$ cat config.mk
export PLATFORM = sky130hd
export DESIGN_NAME = hdmm_ctrl
export DESIGN_NICKNAME = d
export VERILOG_FILES = /design/src/rtl/hdmm_pkg.sv /design/src/rtl/hdmm_ctrl.sv
export SDC_FILE = /design/constraint.sdc
export NUM_CORES = 1
export LEC_CHECK = 0
export BUFFER_PORTS_ARGS = -buffer_cell sky130_fd_sc_hd__buf_2
export CORE_AREA = 8 8 45 47
export DETAILED_ROUTE_END_ITERATION = 12
export DIE_AREA = 0 0 53 55
export PLACE_DENSITY = 0.56
export SYNTH_ARGS = -nofsm -noshare
export SYNTH_HDL_FRONTEND = slang
export SYNTH_SLANG_ARGS = --single-unit
$ cat constraint.sdc
create_clock -name clk -period 1.3 [get_ports clk]
set_input_delay 0.13 -clock clk [delete_from_list [all_inputs] [get_ports clk]]
set_output_delay 0.13 -clock clk [all_outputs]
set_load 0.02 [all_outputs]
$ cat src/rtl/hdmm_pkg.sv
`default_nettype none
package hdmm_pkg;

  localparam int unsigned SLOT_COUNT = 256;

  localparam logic [63:0] MUL_X     = 64'h9E3779B97F4A7C15;
  localparam logic [63:0] MUL_Y     = 64'hC2B2AE3D27D4EB4F;
  localparam logic [63:0] MUL_OWNER = 64'h165667B19E3779F9;
  localparam int unsigned HASH_SHIFT = 32;

  localparam logic OP_LOOKUP = 1'b0;
  localparam logic OP_FILL   = 1'b1;

  typedef struct packed {
    logic               operation;
    logic [15:0]        owner_id;
    logic signed [31:0] coord_x;
    logic signed [31:0] coord_y;
    logic signed [31:0] fill_value;
  } in_item_t;

  typedef struct packed {
    logic               hit;
    logic signed [31:0] stored_value;
    logic [7:0]         slot_number;
  } out_item_t;

  typedef struct packed {
    logic [15:0] owner;
    logic [31:0] coord_x;
    logic [31:0] coord_y;
    logic [31:0] value;
  } slot_t;

  typedef enum logic [2:0] {
    ST_CLEAR,
    ST_IDLE,
    ST_HASH,
    ST_READ,
    ST_DONE
  } state_t;

  typedef enum logic [1:0] {
    SEL_X,
    SEL_Y,
    SEL_OWNER
  } sel_t;

  typedef struct packed {
    logic clr;
    logic load;
    sel_t sel;
    logic acc;
    logic rd;
    logic finish;
  } cmd_t;

  typedef struct packed {
    logic clr_last;
    logic out_free;
  } sts_t;

endpackage
`default_nettype wire

$ cat src/rtl/hdmm_ctrl.sv
`default_nettype none
module hdmm_ctrl (
  input  wire logic          clk,
  input  wire logic          rst_n,
  input  wire logic          in_valid,
  output logic               in_ready,
  input  wire hdmm_pkg::sts_t sts,
  output hdmm_pkg::cmd_t     cmd
);

  localparam logic [1:0] LAST_STEP = 2'd3;

  hdmm_pkg::state_t state_r, state_nxt;
  logic [1:0]       step_r, step_nxt;

  always_ff @(posedge clk) begin
    if (!rst_n) begin
      state_r <= hdmm_pkg::ST_CLEAR;
      step_r  <= '0;
    end else begin
      state_r <= state_nxt;
      step_r  <= step_nxt;
    end
  end

  always_comb begin
    cmd       = '0;
    cmd.sel   = hdmm_pkg::SEL_X;
    in_ready  = 1'b0;
    state_nxt = state_r;
    step_nxt  = step_r;
    unique case (state_r)
      hdmm_pkg::ST_CLEAR: begin
        cmd.clr = 1'b1;
        if (sts.clr_last) begin
          state_nxt = hdmm_pkg::ST_IDLE;
        end
      end
      hdmm_pkg::ST_IDLE: begin
        in_ready = 1'b1;
        if (in_valid) begin
          cmd.load  = 1'b1;
          step_nxt  = '0;
          state_nxt = hdmm_pkg::ST_HASH;
        end
      end
      hdmm_pkg::ST_HASH: begin
        unique case (step_r)
          2'd0:    cmd.sel = hdmm_pkg::SEL_X;
          2'd1:    cmd.sel = hdmm_pkg::SEL_Y;
          default: cmd.sel = hdmm_pkg::SEL_OWNER;
        endcase
        cmd.acc = (step_r != 2'd0);
        if (step_r == LAST_STEP) begin
          state_nxt = hdmm_pkg::ST_READ;
        end else begin
          step_nxt = step_r + 2'd1;
        end
      end
      hdmm_pkg::ST_READ: begin
        cmd.rd    = 1'b1;
        state_nxt = hdmm_pkg::ST_DONE;
      end
      hdmm_pkg::ST_DONE: begin
        if (sts.out_free) begin
          cmd.finish = 1'b1;
          state_nxt  = hdmm_pkg::ST_IDLE;
        end
      end
      default: begin
        state_nxt = hdmm_pkg::ST_CLEAR;
      end
    endcase
  end

endmodule
`default_nettype wire

==> qor.csv <==
metric,value,unit
outcome,"finished, violations left",
failing checks,setup timing,
post-layout min period,1.40,ns
clock-pin slew on the worst setup and hold paths,0.04,ns
post-synth top area share,0.285,
layout cell share with drive strength beyond 1,0.629,
CTS tree,done,
Slew @ Worst Pin,0.362,ns
f_max,0.712,GHz
warnings from Yosys,0,
VDD IR max,0.485,mV
fin crit share,1.08,
Worst EP arrival,1.27,ns
fin util,0.437,
Top delay family on crit path,buffers and inverters,
netlist area before placement,352,um2
DRC viols,0,
Post-Layout Cell Count,78,
Post-DP Area,470,um2
ANT nets after route,0,
Max Cap Viol,0,
min setup slack post-route,-0.104,ns
clock share of power,0.375,
Overflow after GRT,0,
Syn Inst Count,41,
Row Count,14,
Cell variety after synth,24,
hold_ws,0.179,ns
clk sinks,5,
clk_lat worst skew,0.23,ns
mux contribution to synthesized area,0.0569,
pin count of the biggest net entering global routing,10,
initial antenna violation count,0,
"Design Area, Final",604,um2
sw frac,0.263,
largest family of logic cells by synthesized area,simple AND/OR/NAND/NOR gates,
# nets final,71,
Worst Skew,0.00262,ns
worst min-delay path class,in -> reg,
Max clock buf depth,2,
routed wire length,893,um
XOR/XNOR Fraction of Synth Area,0,
GR Util All Layers,0.0672,
Synth area leaders,"dfxtp_1 28%, ha_1 11%, nor3b_1 6.4%, mux2i_1 5.7%, nor3_1 4.3%",
vias in the first global route,362,
Filler cells,140,
Place WS,-0.0422,ns
post-synthesis compound-gate area fraction,0.110,
Pint,0.335,mW
port bufs,12,
worst path required time,1.17,ns
"commonest non-fill, non-tap cell in the layout",buf_2,
"Max FO, Critical Path",3,
die height,55,um
CP Capture Type,output pin,
1st-pass router iterations,2,
syn_area_per_cell,8.58,um2
Die Span X,53,um
setup TNS,-0.253,ns
Initial Utilization,0.254,
n_diodes,0,
CP Launch Type,register,
Worst slew margin,0.752,
crit-path max cell delay,0.33,ns
"FF+latch count, synth",5,
placed cells,72,
vias per std cell,4.60,
# IOs,13,
cell taking the most area after synthesis,dfxtp_1,
"Hold Vio Cnt, Final",0,
Final setup viols,4,
total power,0.454,mW
Critical path buffers and inverters,3,
Sequential Power Share,0.380,
Area growth syn-to-layout,71.9,%
Routed WL per cell,11.4,um
syn nets,49,
post-synthesis sequential area ratio,0.285,
worst path cell trace,buf_6 > inv_4 > ha_4 > nor4_4 > buf_4,
root buf cell,clkbuf_4,
Setup CP Type,reg -> out,
htree depth,1,
hpwl dp,695,um
via count,359,
gpl congestion,0.683,
simple-gate share of the synthesized area,0.370,
slowest CP cell,dfxtp_2,
CTS buffer count,3,
most frequent cells in the layout,"9 x buf_2, 6 x buf_4, 5 x buf_6",
Adder-Cell Fraction of Synth Area,0.107,
Die ar.,2920,um2
Logic pwr share,0.245,
Psw,0.119,mW
Leakage,0.252,nW
area of the core,1380,um2
hold-fix buffers at CTS,0,
pwr/cell area,751,nW/um2
first-pass GRT wire length,1430,um
initial DRC count,3,
unrepaired setup endpoints after global routing,yes,
Max Slew Vio Count,0,
-- power by group through the flow --
stage | Clock (mW) | Sequential (mW) | Combinational, mW
after floorplan | 0 | 0.165 | 0.0668
after global placement | 0 | 0.173 | 0.0928
after detailed placement | 0 | 0.173 | 0.0936
after CTS | 0.180 | 0.171 | 0.101
after global routing | 0.197 | 0.174 | 0.121
final | 0.170 | 0.173 | 0.111
-- synthesized netlist by cell type --
cell type and instances:
o31a_1 1, o21a_1 1, ha_1 3, nand3b_1 1, mux2i_1 2, nor3_1 3
nor2_1 1, inv_1 2, buf_2 2, and2_1 2, nor4b_1 1, nand2b_1 1
a21oi_2 1, nand2_1 3, buf_4 1, or3b_1 1, nor3b_1 3, or2b_1 1
and3b_2 1, a21oi_1 1, nand3_1 2, a2111oi_0 1, dfxtp_1 5, nor4_1 1
-- worst reg2reg max path, stage by stage, from the launching register on --
cell and delay (ns):
dfxtp_2 0.32, ha_1 0.20, or3b_1 0.36, a21oi_2 0.20, mux2i_1 0.19
-- logic make-up (layout without fill, tap and decap cells) --
logic type / Yosys count / in the layout
and+or+nand+nor: 21 / 21
AOI/OAI and AO/OA: 5 / 5
DFF: 5 / 5
buffers and inverters: 5 / 26
adders and majority gates: 3 / 3
muxes: 2 / 2
-- flip-flops by register name, summed over array words and instances, names as in the netlist --
signal and cells:
state_r 3, step_r 2
-- area by class of cell --
| type | count | area, um2 | share of cell area |
|---|---|---|---|
| clock buffer | 4 | 26.3 | 0.0435 |
| inverter | 2 | 12.5 | 0.0207 |
| multi-input combinational | 31 | 290 | 0.480 |
| sequential | 5 | 109 | 0.180 |
| tap | 16 | 20.0 | 0.0331 |
| timing repair buffer | 20 | 146 | 0.242 |
-- routing by layer --
layer | up-vias | global-route usage | routed length (um)
met4 | 0 | 0.0517 | 11
met3 | 2 | 0.0401 | 77
met5 | - | 0 | 0
li1 | 189 | - | -
met2 | 6 | 0.115 | 459
met1 | 162 | 0.0562 | 344
-- repair_timing --
item                       CTS  global route
setup endpoints to repair    8             8
resized for setup           16            11
pin swaps                    4             3
buffers inserted             2             0
-- worst paths after layout --
check	to	slack, ns	start	cells past startpoint
setup / recovery	cmd[4]	-0.10	step_r[0]$_SDFFE_PN0P_	5
hold / removal	state_r[2]$_SDFFE_PN0P_	0.18	rst_n	2
setup reg to reg	step_r[1]$_SDFFE_PN0P_	-0.05	step_r[0]$_SDFFE_PN0P_	4
hold reg to reg	step_r[1]$_SDFFE_PN0P_	0.59	step_r[1]$_SDFFE_PN0P_	3
Power figures use the tool's default switching activity.
